`src/design/fpt_pkg.sv`:
```
`timescale 1ns / 1ps
`default_nettype none
// ----------------------------------------------------------------------------
// fpt_pkg: shared types and constants
// Opcodes, register indexes, divider sizing and the command beat that passes
// from the front end to the divider back end.
// ----------------------------------------------------------------------------
package fpt_pkg;

	localparam int OPCODE_W    = 2;
	localparam int PERIOD_W    = 16;
	localparam int RPM_W       = 15;
	localparam int CMP_W       = 7;
	localparam int CFG_IDX_W   = 2;
	localparam int CFG_DATA_W  = 8;
	localparam int STALE_W     = 8;
	localparam int PWM_CNT_W   = 7;

	localparam logic [OPCODE_W-1:0] OP_CAPTURE = 2'd0;
	localparam logic [OPCODE_W-1:0] OP_POLL    = 2'd1;
	localparam logic [OPCODE_W-1:0] OP_TICK    = 2'd2;
	localparam logic [OPCODE_W-1:0] OP_NONE    = 2'd3;

	localparam logic [CFG_IDX_W-1:0] REG_POWER_ENABLE = 2'd0;
	localparam logic [CFG_IDX_W-1:0] REG_DUTY_REQUEST = 2'd1;
	localparam logic [CFG_IDX_W-1:0] REG_STALE_LIMIT  = 2'd2;

	localparam logic [STALE_W-1:0]   STALE_LIMIT_RESET = 8'd6;
	localparam logic [STALE_W-1:0]   STALE_SAT         = 8'hFF;
	localparam logic [CFG_DATA_W-1:0] DUTY_MAX         = 8'd100;
	localparam logic [PWM_CNT_W-1:0] PWM_LAST          = 7'd99;

	localparam int NUM_W = 25;
	localparam logic [NUM_W-1:0]    RPM_NUMERATOR  = 25'd30000000;
	localparam logic [PERIOD_W-1:0] RPM_MIN_PERIOD = 16'd1500;
	localparam int DIV_CNT_W = $clog2(NUM_W);
	localparam logic [DIV_CNT_W-1:0] DIV_LAST = DIV_CNT_W'(NUM_W - 1);

	typedef struct packed {
		logic                do_div;
		logic [PERIOD_W-1:0] period;
		logic                stale_timeout;
		logic                pwm_level;
		logic [CMP_W-1:0]    compare_value;
	} cmd_t;

	typedef struct packed {
		logic                  power_enable;
		logic [CFG_DATA_W-1:0] duty_request;
		logic [STALE_W-1:0]    stale_limit;
	} cfg_t;

endpackage
`default_nettype wire

```
`src/design/fpt_front.sv`:
```
`timescale 1ns / 1ps
`default_nettype none
// ----------------------------------------------------------------------------
// fpt_front: item decode and monitor state
// Holds tach period, freshness, stale count and PWM counter; turns each beat
// into a command for the back end.
// ----------------------------------------------------------------------------
module fpt_front (
	input  wire                              clk,
	input  wire                              arst_n,
	input  wire                              accept,
	input  wire [fpt_pkg::OPCODE_W-1:0]      opcode,
	input  wire [fpt_pkg::PERIOD_W-1:0]      capture_period,
	input  fpt_pkg::cfg_t                    cfg,
	output fpt_pkg::cmd_t                    cmd
);
	import fpt_pkg::*;

	logic [PERIOD_W-1:0]  period_q;
	logic                 fresh_q;
	logic [STALE_W-1:0]   stale_q;
	logic [PWM_CNT_W-1:0] pwm_cnt_q;

	logic [STALE_W-1:0]   stale_inc;
	logic                 timed_out;
	logic [PERIOD_W-1:0]  period_use;
	logic [PWM_CNT_W-1:0] pwm_cnt_next;
	logic [CFG_DATA_W-1:0] duty_clamped;
	logic [CMP_W-1:0]     cmp;

	assign stale_inc = (stale_q == STALE_SAT) ? stale_q : stale_q + 1'b1;
	assign timed_out = !fresh_q && (stale_inc > cfg.stale_limit);
	assign period_use = timed_out ? '0 : period_q;
	assign duty_clamped = (cfg.duty_request > DUTY_MAX) ? DUTY_MAX : cfg.duty_request;
	assign cmp = cfg.power_enable ? duty_clamped[CMP_W-1:0] : '0;

	always_comb begin
		pwm_cnt_next = pwm_cnt_q;
		if (opcode == OP_TICK) begin
			pwm_cnt_next = (pwm_cnt_q == PWM_LAST) ? '0 : pwm_cnt_q + 1'b1;
		end
	end

	always_comb begin
		cmd.do_div        = (opcode == OP_POLL) && !timed_out
		                    && (period_use >= RPM_MIN_PERIOD);
		cmd.period        = period_use;
		cmd.stale_timeout = (opcode == OP_POLL) && timed_out;
		cmd.pwm_level     = pwm_cnt_next < cmp;
		cmd.compare_value = cmp;
	end

	always_ff @(posedge clk or negedge arst_n) begin
		if (!arst_n) begin
			period_q  <= '0;
			fresh_q   <= 1'b0;
			stale_q   <= '0;
			pwm_cnt_q <= '0;
		end else if (accept) begin
			unique case (opcode)
				OP_CAPTURE: begin
					period_q <= capture_period;
					fresh_q  <= 1'b1;
				end
				OP_POLL: begin
					if (fresh_q) begin
						fresh_q <= 1'b0;
						stale_q <= '0;
					end else begin
						stale_q  <= stale_inc;
						period_q <= period_use;
					end
				end
				OP_TICK: begin
					pwm_cnt_q <= pwm_cnt_next;
				end
				default: begin
				end
			endcase
		end
	end

endmodule
`default_nettype wire

```
`src/design/fpt_cmdq.sv`:
```
`timescale 1ns / 1ps
`default_nettype none
// ----------------------------------------------------------------------------
// fpt_cmdq: two-entry command queue
// Decouples the front end from the divider back end.
// ----------------------------------------------------------------------------
module fpt_cmdq (
	input  wire            clk,
	input  wire            arst_n,
	input  wire            wr,
	input  fpt_pkg::cmd_t  wr_cmd,
	input  wire            rd,
	output fpt_pkg::cmd_t  rd_cmd,
	output logic           q_full,
	output logic           q_empty
);
	import fpt_pkg::*;

	cmd_t       mem_q [2];
	logic       wptr_q;
	logic       rptr_q;
	logic [1:0] cnt_q;

	assign q_full  = cnt_q == 2'd2;
	assign q_empty = cnt_q == 2'd0;
	assign rd_cmd  = mem_q[rptr_q];

	always_ff @(posedge clk) begin
		if (wr) begin
			mem_q[wptr_q] <= wr_cmd;
		end
	end

	always_ff @(posedge clk or negedge arst_n) begin
		if (!arst_n) begin
			wptr_q <= 1'b0;
			rptr_q <= 1'b0;
			cnt_q  <= '0;
		end else begin
			if (wr) begin
				wptr_q <= !wptr_q;
			end
			if (rd) begin
				rptr_q <= !rptr_q;
			end
			unique case ({wr, rd})
				2'b10:   cnt_q <= cnt_q + 1'b1;
				2'b01:   cnt_q <= cnt_q - 1'b1;
				default: cnt_q <= cnt_q;
			endcase
		end
	end

endmodule
`default_nettype wire

```
`src/design/fpt_back.sv`:
```
`timescale 1ns / 1ps
`default_nettype none
// ----------------------------------------------------------------------------
// fpt_back: RPM divider and result register
// Restoring divider, one quotient bit per cycle, feeding a one-beat output.
// ----------------------------------------------------------------------------
module fpt_back (
	input  wire                          clk,
	input  wire                          arst_n,
	input  wire                          q_empty,
	input  fpt_pkg::cmd_t                q_cmd,
	output logic                         q_rd,
	input  wire                          pop,
	output logic                         empty,
	output logic [fpt_pkg::RPM_W-1:0]    rpm,
	output logic                         stale_timeout,
	output logic                         pwm_level,
	output logic [fpt_pkg::CMP_W-1:0]    compare_value
);
	import fpt_pkg::*;

	logic                 busy_q;
	logic [DIV_CNT_W-1:0] cnt_q;
	logic [PERIOD_W-1:0]  rem_q;
	logic [NUM_W-1:0]     quo_q;
	cmd_t                 hold_q;
	logic                 out_valid_q;
	logic [RPM_W-1:0]     rpm_q;
	logic                 timeout_q;
	logic                 pwm_q;
	logic [CMP_W-1:0]     cmp_q;

	logic                 out_free;
	logic [PERIOD_W:0]    shifted;
	logic                 ge;
	logic [PERIOD_W:0]    diff;
	logic [NUM_W-1:0]     quo_next;

	assign out_free = !out_valid_q || pop;
	assign q_rd     = !busy_q && !q_empty && out_free;

	assign shifted  = {rem_q, quo_q[NUM_W-1]};
	assign ge       = shifted >= {1'b0, hold_q.period};
	assign diff     = shifted - {1'b0, hold_q.period};
	assign quo_next = {quo_q[NUM_W-2:0], ge};

	always_ff @(posedge clk) begin
		if (q_rd) begin
			hold_q <= q_cmd;
			rem_q  <= '0;
			quo_q  <= RPM_NUMERATOR;
		end else if (busy_q) begin
			rem_q <= ge ? diff[PERIOD_W-1:0] : shifted[PERIOD_W-1:0];
			quo_q <= quo_next;
		end
		if (q_rd && !q_cmd.do_div) begin
			rpm_q     <= '0;
			timeout_q <= q_cmd.stale_timeout;
			pwm_q     <= q_cmd.pwm_level;
			cmp_q     <= q_cmd.compare_value;
		end else if (busy_q && cnt_q == DIV_LAST) begin
			rpm_q     <= quo_next[RPM_W-1:0];
			timeout_q <= hold_q.stale_timeout;
			pwm_q     <= hold_q.pwm_level;
			cmp_q     <= hold_q.compare_value;
		end
	end

	always_ff @(posedge clk or negedge arst_n) begin
		if (!arst_n) begin
			busy_q      <= 1'b0;
			cnt_q       <= '0;
			out_valid_q <= 1'b0;
		end else begin
			out_valid_q <= (out_valid_q && !pop) || (q_rd && !q_cmd.do_div)
			               || (busy_q && cnt_q == DIV_LAST);
			if (q_rd) begin
				cnt_q <= '0;
				if (q_cmd.do_div) begin
					busy_q <= 1'b1;
				end
			end else if (busy_q) begin
				cnt_q <= cnt_q + 1'b1;
				if (cnt_q == DIV_LAST) begin
					busy_q <= 1'b0;
				end
			end
		end
	end

	assign empty         = !out_valid_q;
	assign rpm           = rpm_q;
	assign stale_timeout = timeout_q;
	assign pwm_level     = pwm_q;
	assign compare_value = cmp_q;

endmodule
`default_nettype wire

```
`src/design/fan_pwm_and_tach_monitor.sv`:
```
`timescale 1ns / 1ps
`default_nettype none
// ----------------------------------------------------------------------------
// fan_pwm_and_tach_monitor: fan PWM driver with tachometer monitor
// Path: a push writes the two-entry queue, which loads the result register;
//   a dividing poll first runs 25 divider steps, one per cycle.
// Throughput: one item per cycle without division while results are popped;
//   no new item leaves the queue while the restoring divider is in use.
// Reset: arst_n clears control state, restores register reset values at once.
// ----------------------------------------------------------------------------
module fan_pwm_and_tach_monitor (
	input  wire                              clk,
	input  wire                              arst_n,
	input  wire                              push,
	output logic                             full,
	input  wire [fpt_pkg::OPCODE_W-1:0]      opcode,
	input  wire [fpt_pkg::PERIOD_W-1:0]      capture_period,
	output logic                             empty,
	input  wire                              pop,
	output logic [fpt_pkg::RPM_W-1:0]        rpm,
	output logic                             stale_timeout,
	output logic                             pwm_level,
	output logic [fpt_pkg::CMP_W-1:0]        compare_value,
	input  wire                              wr_en,
	input  wire [fpt_pkg::CFG_IDX_W-1:0]     wr_index,
	input  wire [fpt_pkg::CFG_DATA_W-1:0]    wr_data
);
	import fpt_pkg::*;

	cfg_t cfg_q;
	cmd_t front_cmd;
	cmd_t q_cmd;
	logic accept;
	logic q_full;
	logic q_empty;
	logic q_rd;

	assign full   = q_full;
	assign accept = push && !q_full;

	always_ff @(posedge clk or negedge arst_n) begin
		if (!arst_n) begin
			cfg_q.power_enable <= 1'b0;
			cfg_q.duty_request <= '0;
			cfg_q.stale_limit  <= STALE_LIMIT_RESET;
		end else if (wr_en) begin
			unique case (wr_index)
				REG_POWER_ENABLE: cfg_q.power_enable <= wr_data[0];
				REG_DUTY_REQUEST: cfg_q.duty_request <= wr_data;
				REG_STALE_LIMIT:  cfg_q.stale_limit  <= wr_data;
				default: begin
				end
			endcase
		end
	end

	fpt_front u_front (
		.clk            (clk),
		.arst_n         (arst_n),
		.accept         (accept),
		.opcode         (opcode),
		.capture_period (capture_period),
		.cfg            (cfg_q),
		.cmd            (front_cmd)
	);

	fpt_cmdq u_cmdq (
		.clk     (clk),
		.arst_n  (arst_n),
		.wr      (accept),
		.wr_cmd  (front_cmd),
		.rd      (q_rd),
		.rd_cmd  (q_cmd),
		.q_full  (q_full),
		.q_empty (q_empty)
	);

	fpt_back u_back (
		.clk           (clk),
		.arst_n        (arst_n),
		.q_empty       (q_empty),
		.q_cmd         (q_cmd),
		.q_rd          (q_rd),
		.pop           (pop),
		.empty         (empty),
		.rpm           (rpm),
		.stale_timeout (stale_timeout),
		.pwm_level     (pwm_level),
		.compare_value (compare_value)
	);

endmodule
`default_nettype wire
```
`config.mk`:
```
export PLATFORM = sky130hd
export DESIGN_NAME = fan_pwm_and_tach_monitor
export DESIGN_NICKNAME = d
export VERILOG_FILES = /design/src/design/fpt_pkg.sv /design/src/design/fpt_front.sv /design/src/design/fpt_cmdq.sv /design/src/design/fpt_back.sv /design/src/design/fan_pwm_and_tach_monitor.sv
export SDC_FILE = /design/constraint.sdc
export NUM_CORES = 1
export LEC_CHECK = 0
export BUFFER_PORTS_ARGS = -buffer_cell sky130_fd_sc_hd__buf_4
export CAP_MARGIN = 20
export CORE_ASPECT_RATIO = 0.5
export CORE_UTILIZATION = 30
export CTS_CLUSTER_DIAMETER = 80
export CTS_CLUSTER_SIZE = 10
export DETAILED_ROUTE_END_ITERATION = 7
export GPL_ROUTABILITY_DRIVEN = 0
export SLEW_MARGIN = 20
export SYNTH_ARGS = -nofsm -noshare
export SYNTH_HDL_FRONTEND = slang
export SYNTH_SLANG_ARGS = --single-unit
```
`constraint.sdc`:
```
create_clock -name clk -period 4.13 [get_ports clk]
set_input_delay 0.6195 -clock clk [delete_from_list [all_inputs] [get_ports clk]]
set_output_delay 0.6195 -clock clk [all_outputs]
set_load 0.005 [all_outputs]
```
==> results summary, run 1 <==
The switching power of the nets came out at 2.87 mW. The number of hold buffers added after cts is 0. The number of pins with negative max-slew slack in the final report came out at 0.

The number of antenna violations at the first check in global routing came out at 0. Walking the worst path, the cells encountered are ha_1 -> and3_1 -> nand3_1 -> mux2_2 -> ha_1 -> nor2b_1 -> o21a_1 -> o21a_1 -> o21ai_1 -> a221oi_2 -> o21ai_2 -> a22o_1. The effective utilization at floorplan came out at 31.0%.

By count the netlist is led by 86 x sky130_fd_sc_hd__edfxtp_1, 61 x sky130_fd_sc_hd__nor2_1, 58 x sky130_fd_sc_hd__dfrtp_1. The wire length of the first global-routing pass is 30100 um. The number of nets handed over by synthesis was 834.

At the pin with the least slew margin, the transition time is 0.787 ns. The post-placement worst setup slack is 0.354 ns. The synthesized design contains 202 register bits.

The path class of the tightest hold or removal check is in -> async. 59 I/O pins were placed. In this run the worst path has a maximum fanout of 16.

The most common cell in the synthesized netlist is sky130_fd_sc_hd__edfxtp_1. Of the available clock period, the critical path in the final layout requires 83.8%. The root buffer selected by CTS is sky130_fd_sc_hd__clkbuf_16. The largest total area in the synthesized netlist belongs to sky130_fd_sc_hd__edfxtp_1.

The biggest cell delay along the critical path is 0.55 ns. Detailed placement finished with a half-perimeter wire length of 12300 um. The slowest stage of the critical path is the sky130_fd_sc_hd__o21ai_2 cell. The x dimension of the die is 249 um. The total wire length came out at 17800 um. The number of placement rows came out at 44. The clock network fraction of design power came out at 22.5%. The total placed cells including tap cells is 1196. The data required time of the critical path came out at 4.57 ns. The internal portion of the total power is 5.45 mW. Max-cap violations in this run came to 0. The average detailed-routed wire length per instance is 14.4 um. The number of clock buffers added by TritonCTS is 24. For this run, design rule violations remaining after detail routing come to 0. Setup violations remaining at the end of the flow were counted as 0. The part of the total power dissipated in sequential elements is 39.9%. The full die area is 31300 um2. The post-synthesis sequential area ratio came out at 56.9%.

The number of gates resized after cts is 0. Entering global routing, the biggest net connects 63 pins. Buffers added to address setup during post-CTS repair amount to 0. The vias after detailed routing came out at 5835. The level count of the clock H-tree is 1. The final hold violation count is 0. The least setup slack across all paths after layout came out at 0.670 ns.

The maximum frequency from static timing analysis came out at 289 MHz. For this run, the leading register cell type out of synthesis is sky130_fd_sc_hd__edfxtp_1. In this run the worst setup path terminates at u_front.period_q[2]$_DFFE_PN0P_. The startpoint type of the worst setup path is a flop.

The number of detailed-route iterations in the first pass is 4. The number of fill cells in the layout came out at 2847. For this run the aggregate overflow at the end of global routing stands at 0. The count of flip-flops with a built-in enable after synthesis came out at 86. The post-synthesis instance area came out at 9160 um2.

The maximum vdd drop is 303 uV. The distinct cell type count after synthesis is 56. Across every metal layer, demand over resource in global routing totals 11.6%. The clock skew came out at 0.0167 ns. Measured along the y axis, the die boundary spans 126 um. STA classifies the critical path endpoint as a flop. The buffer depth of the longest clock path came out at 3. The via density per instance is 4.72. In this run the tightest slew margin relative to its limit is 47.5%. The clock net sink count is 202. The via count of the first global-routing pass came out at 6087.

The data arrival time at the worst-slack endpoint came out at 3.90 ns. Of the cells placed in the final design, the portion with a size suffix greater than 1 is 19.1%. The share of async-settable or async-resettable flops after synthesis is 29.7%. The flow ran to the end, and the final reports show no timing, DRC or antenna violations. The warning count from the yosys run came out at 0. Clock-pin slew was measured on the worst setup and hold paths at 0.06 ns. The number of nets in the layout is 900. The area share of the largest cell type after synthesis came out at 28.2%.

The reported leakage power is 4.66 nW. The non-filler instance count after layout is 1237. The shortest period the worst path allows came out at 3.46 ns. Setup repair after global routing left no endpoint under its margin. The count of antenna diodes in the layout came out at 0. The switching power as a share of total power came out at 34.5%. The part of the total power dissipated in combinational logic is 37.6%.

The clock latency on the worst-skew pair came out at 0.51 ns. The quantity of I/O buffers inserted on ports came out at 58. Once detail routing completed, the nets flagged for antenna violations numbered 0. The startpoint identified for the worst register-to-register timing path is u_front.stale_q[0]$_DFFE_PN0P_.

The average size of a mapped cell came out at 12.0 um2. The critical path in this run is classified as reg -> reg. The power density of the placed cells is 775 nW/um2. The internal reg-to-reg setup slack is 0.67 ns. The post-synthesis to final-layout area growth is 17.2%. The gate count of the mapped netlist is 765.

The source of the critical timing path is u_front.stale_q[0]$_DFFE_PN0P_. The TritonCTS clock tree is done. Yosys attributes the largest share of cell area to sky130_fd_sc_hd__edfxtp_1 28%, sky130_fd_sc_hd__dfrtp_1 16%, sky130_fd_sc_hd__dfxtp_1 12%.

For the worst flop-to-flop path, the logic depth is 12. The area of the core region came out at 29500 um2. After routing, the total negative slack on setup checks comes to 0 ns. The first routing iteration left 311 violations. The reg-to-reg critical path endpoint is u_front.period_q[2]$_DFFE_PN0P_.
state kept, by name, summed over array words and instances (netlist names), 2 cells and up:
signal / flops
u_cmdq.mem_q: 52
u_back.hold_q: 25
u_back.quo_q: 25
cfg_q: 17
u_back.rem_q: 16
u_front.period_q: 16
u_back.rpm: 15
u_front.stale_q: 8
u_back.compare_value: 7
u_front.pwm_cnt_q: 7
u_back.cnt_q: 5
u_cmdq.cnt_q: 2
cell usage in the layout (no fill, tap or decap), types with 4 or more instances in the layout:
cell type	Yosys	final
sky130_fd_sc_hd__a21o_1	9	9
sky130_fd_sc_hd__a21oi_1	35	35
sky130_fd_sc_hd__a22o_1	24	24
sky130_fd_sc_hd__a31oi_1	7	7
sky130_fd_sc_hd__and3_1	7	6
sky130_fd_sc_hd__buf_4	0	68
sky130_fd_sc_hd__clkbuf_1	15	15
sky130_fd_sc_hd__clkbuf_16	0	25
sky130_fd_sc_hd__dfrtp_1	58	57
sky130_fd_sc_hd__dfxtp_1	56	56
sky130_fd_sc_hd__edfxtp_1	86	86
sky130_fd_sc_hd__ha_1	35	35
sky130_fd_sc_hd__inv_1	38	38
sky130_fd_sc_hd__mux2_2	54	54
sky130_fd_sc_hd__mux2i_1	48	48
sky130_fd_sc_hd__nand2_1	40	40
sky130_fd_sc_hd__nand2b_1	9	9
sky130_fd_sc_hd__nand3_1	16	16
sky130_fd_sc_hd__nand4_1	6	6
sky130_fd_sc_hd__nor2_1	61	60
sky130_fd_sc_hd__nor2b_1	24	24
sky130_fd_sc_hd__nor3_1	8	8
sky130_fd_sc_hd__nor3b_1	4	4
sky130_fd_sc_hd__o21a_1	6	6
sky130_fd_sc_hd__o21ai_0	28	28
sky130_fd_sc_hd__o21ai_1	7	6
sky130_fd_sc_hd__o31ai_1	4	4
sky130_fd_sc_hd__xnor2_1	15	15
sky130_fd_sc_hd__xor2_1	13	13
power groups by stage:
stage / logic (mW) / registers, mW / clock network, mW
floorplan: 2.50 / 3.23 / 0
global placement: 3.08 / 3.33 / 0
detailed placement: 3.15 / 3.35 / 0
CTS: 3.17 / 3.32 / 1.93
global route: 3.52 / 3.40 / 2.02
finish: 3.13 / 3.32 / 1.87
stage by stage:
step / hold slack (ns) / utilization [%] / total power, mW / cell area (um2)
global placement: 0.445 / 34.0 / 6.42 / 10000
global route: 0.255 / 36.4 / 8.94 / 10700
detailed placement: 0.451 / 34.0 / 6.51 / 10000
finish: 0.194 / 36.4 / 8.32 / 10700
CTS: 0.225 / 36.3 / 8.42 / 10700
floorplan: 0.324 / - / 5.73 / 9160
worst min path at each step:
| stage | from | endpoint | slack (ns) | depth (start not counted) |
|---|---|---|---|---|
| 4_1_cts | arst_n | u_front.period_q[12]$_DFFE_PN0P_ | 0.22 | 1 |
| 5_1_grt | arst_n | u_back.out_valid_q$_DFF_PN0_ | 0.26 | 1 |
| 3_3_place_gp | u_back.quo_q[22]$_SDFFE_PP1P_ | u_back.quo_q[23]$_SDFFE_PP1P_ | 0.44 | 2 |
| 3_5_place_dp | u_back.quo_q[22]$_SDFFE_PP1P_ | u_back.quo_q[23]$_SDFFE_PP1P_ | 0.45 | 2 |
| 2_1_floorplan | arst_n | cfg_q[0]$_DFFE_PN0P_ | 0.32 | 0 |
| 6_report | arst_n | u_back.out_valid_q$_DFF_PN0_ | 0.19 | 1 |
cell type report:
| cell class | count | area, um2 | share of cell area, % |
|---|---|---|---|
| sequential | 202 | 5210 | 48.5 |
| multi-input combinational | 497 | 3690 | 34.4 |
| clock buffer | 40 | 682 | 6.36 |
| timing repair buffer | 68 | 510 | 4.76 |
| tap | 391 | 489 | 4.56 |
| inverter | 38 | 143 | 1.33 |
| clock inverter | 1 | 8.76 | 0.0816 |
cell families (layout without fill, tap and decap cells):
group | after synthesis | count (layout) | synth area share, %
AO/OA/AOI/OAI | 136 | 136 | 9.95
XOR/XNOR | 28 | 28 | 2.68
adder cells (fa/ha/maj) | 36 | 36 | 5.00
buffers and inverters | 66 | 147 | 2.92
flip-flops | 202 | 202 | 56.9
multiplexers | 105 | 105 | 12.3
AND/OR/NAND/NOR | 192 | 192 | 10.3
layer usage:
layer / vias up / routed length, um / share of wire (%) / track usage, %
li1: 2895 / - / - / -
met1: 2832 / 8230 / 46 / 14.4
met2: 76 / 8640 / 48 / 20.4
met3: 32 / 539 / 3.0 / 1.96
met4: 0 / 403 / 2.3 / 3.63
met5: - / 0 / 0 / 0
worst max-delay path: cells and delay by family, from the launching register on:
kind / cells / cell delay (ns)
AOI/OAI and AO/OA: 6 / 1.34
muxes: 1 / 0.39
adders and majority gates: 2 / 0.53
and+or+nand+nor: 3 / 0.67
DFF: 1 / 0.44
Power figures use the tool's default switching activity.
==> inputs of run 2 (changes only) <==
- clock period: 4.13 -> 3.5 ns (I/O delays scaled with it)
==> run 2 against run 1 <==
Net effect: sequential power increased by 18%; clock-buffer cell count unchanged; utilization about the same; critical path type unchanged.
==> results summary, run 2 (synthesis results as in run 1) <==
The run finished with clean final reports. The final critical path takes up 93.8% of the cycle. Setup violations remaining at the end of the flow were counted as 0. The die covers 31300 um2. The cell area after placement is 10000 um2. The register with the most flip-flops in the layout has 52 of them. The part of the total power dissipated in sequential elements came out at 39.9%. The net count of the finished layout is 900. The wire length of the first global-routing pass is 29900 um. The average detailed-routed wire length per instance came out at 14.6 um. The hold slack is 0.0805 ns. The part of the total power dissipated in combinational logic is 37.5%. The startpoint identified for the worst register-to-register timing path is u_front.stale_q[0]$_DFFE_PN0P_.

In the post-route analysis, the smallest setup slack over all paths is 0.218 ns. Per report_power, the clock group accounts for 22.6% of the total. The number of cell instances on the worst register-to-register path came out at 12.

The post-synthesis to final-layout area growth is 17.3%. The via density per instance came out at 4.74. The reported leakage power came out at 4.66 nW.

The worst setup path is of the reg -> reg kind. The non-filler instance count after layout came out at 1237. The level count of the clock H-tree is 1. The vias after detailed routing came out at 5866.

The internal reg-to-reg setup slack is 0.22 ns. In the final layout, the share of cells above drive strength 1 is 19.0%. The maximum frequency from static timing analysis came out at 305 MHz. The TritonCTS buffer count is 24.

The number of placement rows is 44. The number of antenna violations at the first check in global routing is 0. The root buffer selected by CTS is sky130_fd_sc_hd__clkbuf_16. The worst setup path is captured at a flop. The final hold violation count is 0. The total placed cells including tap cells came out at 1196.

The area of the core region is 29500 um2. The data arrival time at the worst-slack endpoint came out at 3.60 ns. The clock transition time at the flip-flop clock pins of the worst setup and hold paths is 0.06 ns. The reg-to-reg critical path endpoint is u_cmdq.mem_q[1][8]$_DFFE_PP_. The register bank with the most flops is u_cmdq.mem_q. The library cells used most frequently in the layout, excluding fill and tap cells, are 86 x sky130_fd_sc_hd__edfxtp_1, 67 x sky130_fd_sc_hd__buf_4, 60 x sky130_fd_sc_hd__nor2_1, 57 x sky130_fd_sc_hd__dfrtp_1, 56 x sky130_fd_sc_hd__dfxtp_1. In this run the worst hold path is classified as in -> async. The vertical die dimension came out at 126 um. The data required time of the critical path came out at 3.81 ns. The number of pins with negative max-slew slack in the final report came to 0. Leaving out fill and tap cells, the most frequent cell in the layout is sky130_fd_sc_hd__edfxtp_1. The count of antenna diodes in the layout came out at 0. The remaining global-route overflow is 0. The via count of the first global-routing pass was 6071.

The number of primary I/O pins came out at 59. Across the run, the number of max-cap violations was 0. The effective utilization at floorplan is 31.0%. TritonCTS built the clock tree. The first-iteration detailed-routing DRC count came out at 372. For the worst-skew pair, the clock arrives at the later sink with an insertion delay of 0.50 ns.

IR analysis of the VDD net gives a maximum drop of 397 uV. The startpoint type of the worst setup path is a flop. The number of detailed-route iterations in the first pass came out at 4. In the final layout, the registers with the most flip-flops are u_cmdq.mem_q x52, u_back.hold_q x25, u_back.quo_q x25.

The total wire length came out at 18100 um. The DRC violation count after routing is 0. The clock net sink count came out at 202. Counting I/O delays and the setup requirement, the final critical path takes 3.28 ns. The internal portion of total power came out at 6.42 mW. The number of nets with antenna violations after detailed routing is 0. The die is 249 um wide. Entering global routing, the biggest net connects 62 pins. Detailed placement ended at an HPWL of 12300 um.

In this run the power density over the cells is 917 nW/um2. Setup repair after global routing left no endpoint under its margin. The worst slew margin relative to its limit is 46.3%. The critical-path maximum fanout came out at 18.

The switching power as a share of total power is 34.8%. The quantity of I/O buffers inserted on ports came out at 58. For the pin with the worst max-slew slack, the measured transition is 0.805 ns.

The combined global-route utilization of all metal layers came out at 11.5%. OpenSTA, run right after detailed placement, puts the worst setup slack at -0.0609 ns. Once layout is done, the placed cells without fillers occupy 10700 um2. Summed over all nets, the switching power comes to 3.42 mW. The clock skew came out at 0.0140 ns. Counting along the longest clock path gives a buffer depth of 3.
run 2: cell count changes in the layout (fill, tap and decap cells not counted):
cell,change
sky130_fd_sc_hd__buf_6,+1
sky130_fd_sc_hd__and3_2,-1
sky130_fd_sc_hd__o21ai_4,+1
sky130_fd_sc_hd__and3_1,+1
sky130_fd_sc_hd__buf_4,-1
sky130_fd_sc_hd__o21ai_2,-1
run 2: cell type report:
| type | count | area, um2 |
|---|---|---|
| Sequential cell | 202 | 5210 |
| Multi-Input combinational cell | 497 | 3690 |
| Inverter | 38 | 143 |
| Timing Repair Buffer | 68 | 514 |
| Clock buffer | 40 | 682 |
| Fill cell | 2865 | 18800 |
| Clock inverter | 1 | 8.76 |
| Tap cell | 391 | 489 |
run 2: per-layer routing:
layer | up-vias | GRT usage (%) | wire length [um]
li1 | 2891 | - | -
met1 | 2870 | 14.1 | 8320
met4 | 0 | 3.01 | 368
met3 | 31 | 1.92 | 519
met2 | 74 | 20.9 | 8850
met5 | - | 0 | 0
run 2: per-stage QoR:
| stage | power, mW | util [%] | setup TNS [ns] |
|---|---|---|---|
| 5_1_grt | 10.6 | 36.4 | 0 |
| 4_1_cts | 9.96 | 36.4 | 0 |
| 2_1_floorplan | 6.76 | - | 0 |
| 6_report | 9.85 | 36.4 | 0 |
| 3_3_place_gp | 7.56 | 34.0 | 0 |
| 3_5_place_dp | 7.66 | 34.0 | -0.750 |
run 2: worst max-delay path by stage:
| stage | startpoint | end | slack, ns | depth (start not counted) |
|---|---|---|---|---|
| 2_1_floorplan | u_front.stale_q[0]$_DFFE_PN0P_ | u_front.period_q[0]$_DFFE_PN0P_ | 0.09 | 14 |
| 4_1_cts | u_front.stale_q[0]$_DFFE_PN0P_ | u_front.period_q[13]$_DFFE_PN0P_ | 0.24 | 13 |
| 3_5_place_dp | u_front.stale_q[0]$_DFFE_PN0P_ | u_front.period_q[5]$_DFFE_PN0P_ | -0.06 | 13 |
| 5_1_grt | u_front.stale_q[0]$_DFFE_PN0P_ | u_cmdq.mem_q[0][8]$_DFFE_PP_ | 0.008 | 12 |
| 6_report | u_front.stale_q[0]$_DFFE_PN0P_ | u_cmdq.mem_q[1][8]$_DFFE_PP_ | 0.22 | 12 |
| 3_3_place_gp | u_front.stale_q[0]$_DFFE_PN0P_ | u_front.period_q[11]$_DFFE_PN0P_ | 0.05 | 12 |
run 2: power groups by stage:
stage / registers [mW] / logic (mW) / clock network [mW]
2_1_floorplan: 3.81 / 2.94 / 0
3_3_place_gp: 3.93 / 3.63 / 0
3_5_place_dp: 3.97 / 3.70 / 0
4_1_cts: 3.93 / 3.74 / 2.30
5_1_grt: 4.02 / 4.14 / 2.40
6_report: 3.92 / 3.70 / 2.23
run 2: repair_timing:
item                                    4_1_cts  5_1_grt
endpoints found under the setup margin       16       12
hold buffers                                  0        0
pin swaps                                     0        1
buffers inserted                              0        0
resized for setup                             1        2
run 2: worst max-delay path, stage by stage (launching register included):
cell and delay [ns]:
sky130_fd_sc_hd__dfrtp_1 0.44, sky130_fd_sc_hd__ha_1 0.26, sky130_fd_sc_hd__and3_1 0.25, sky130_fd_sc_hd__nand3_1 0.14, sky130_fd_sc_hd__mux2_2 0.36, sky130_fd_sc_hd__ha_1 0.29, sky130_fd_sc_hd__nor2b_1 0.13, sky130_fd_sc_hd__o21a_1 0.12
sky130_fd_sc_hd__o21a_1 0.10, sky130_fd_sc_hd__o21ai_1 0.07, sky130_fd_sc_hd__a221oi_2 0.42, sky130_fd_sc_hd__buf_6 0.24, sky130_fd_sc_hd__nor3b_1 0.28
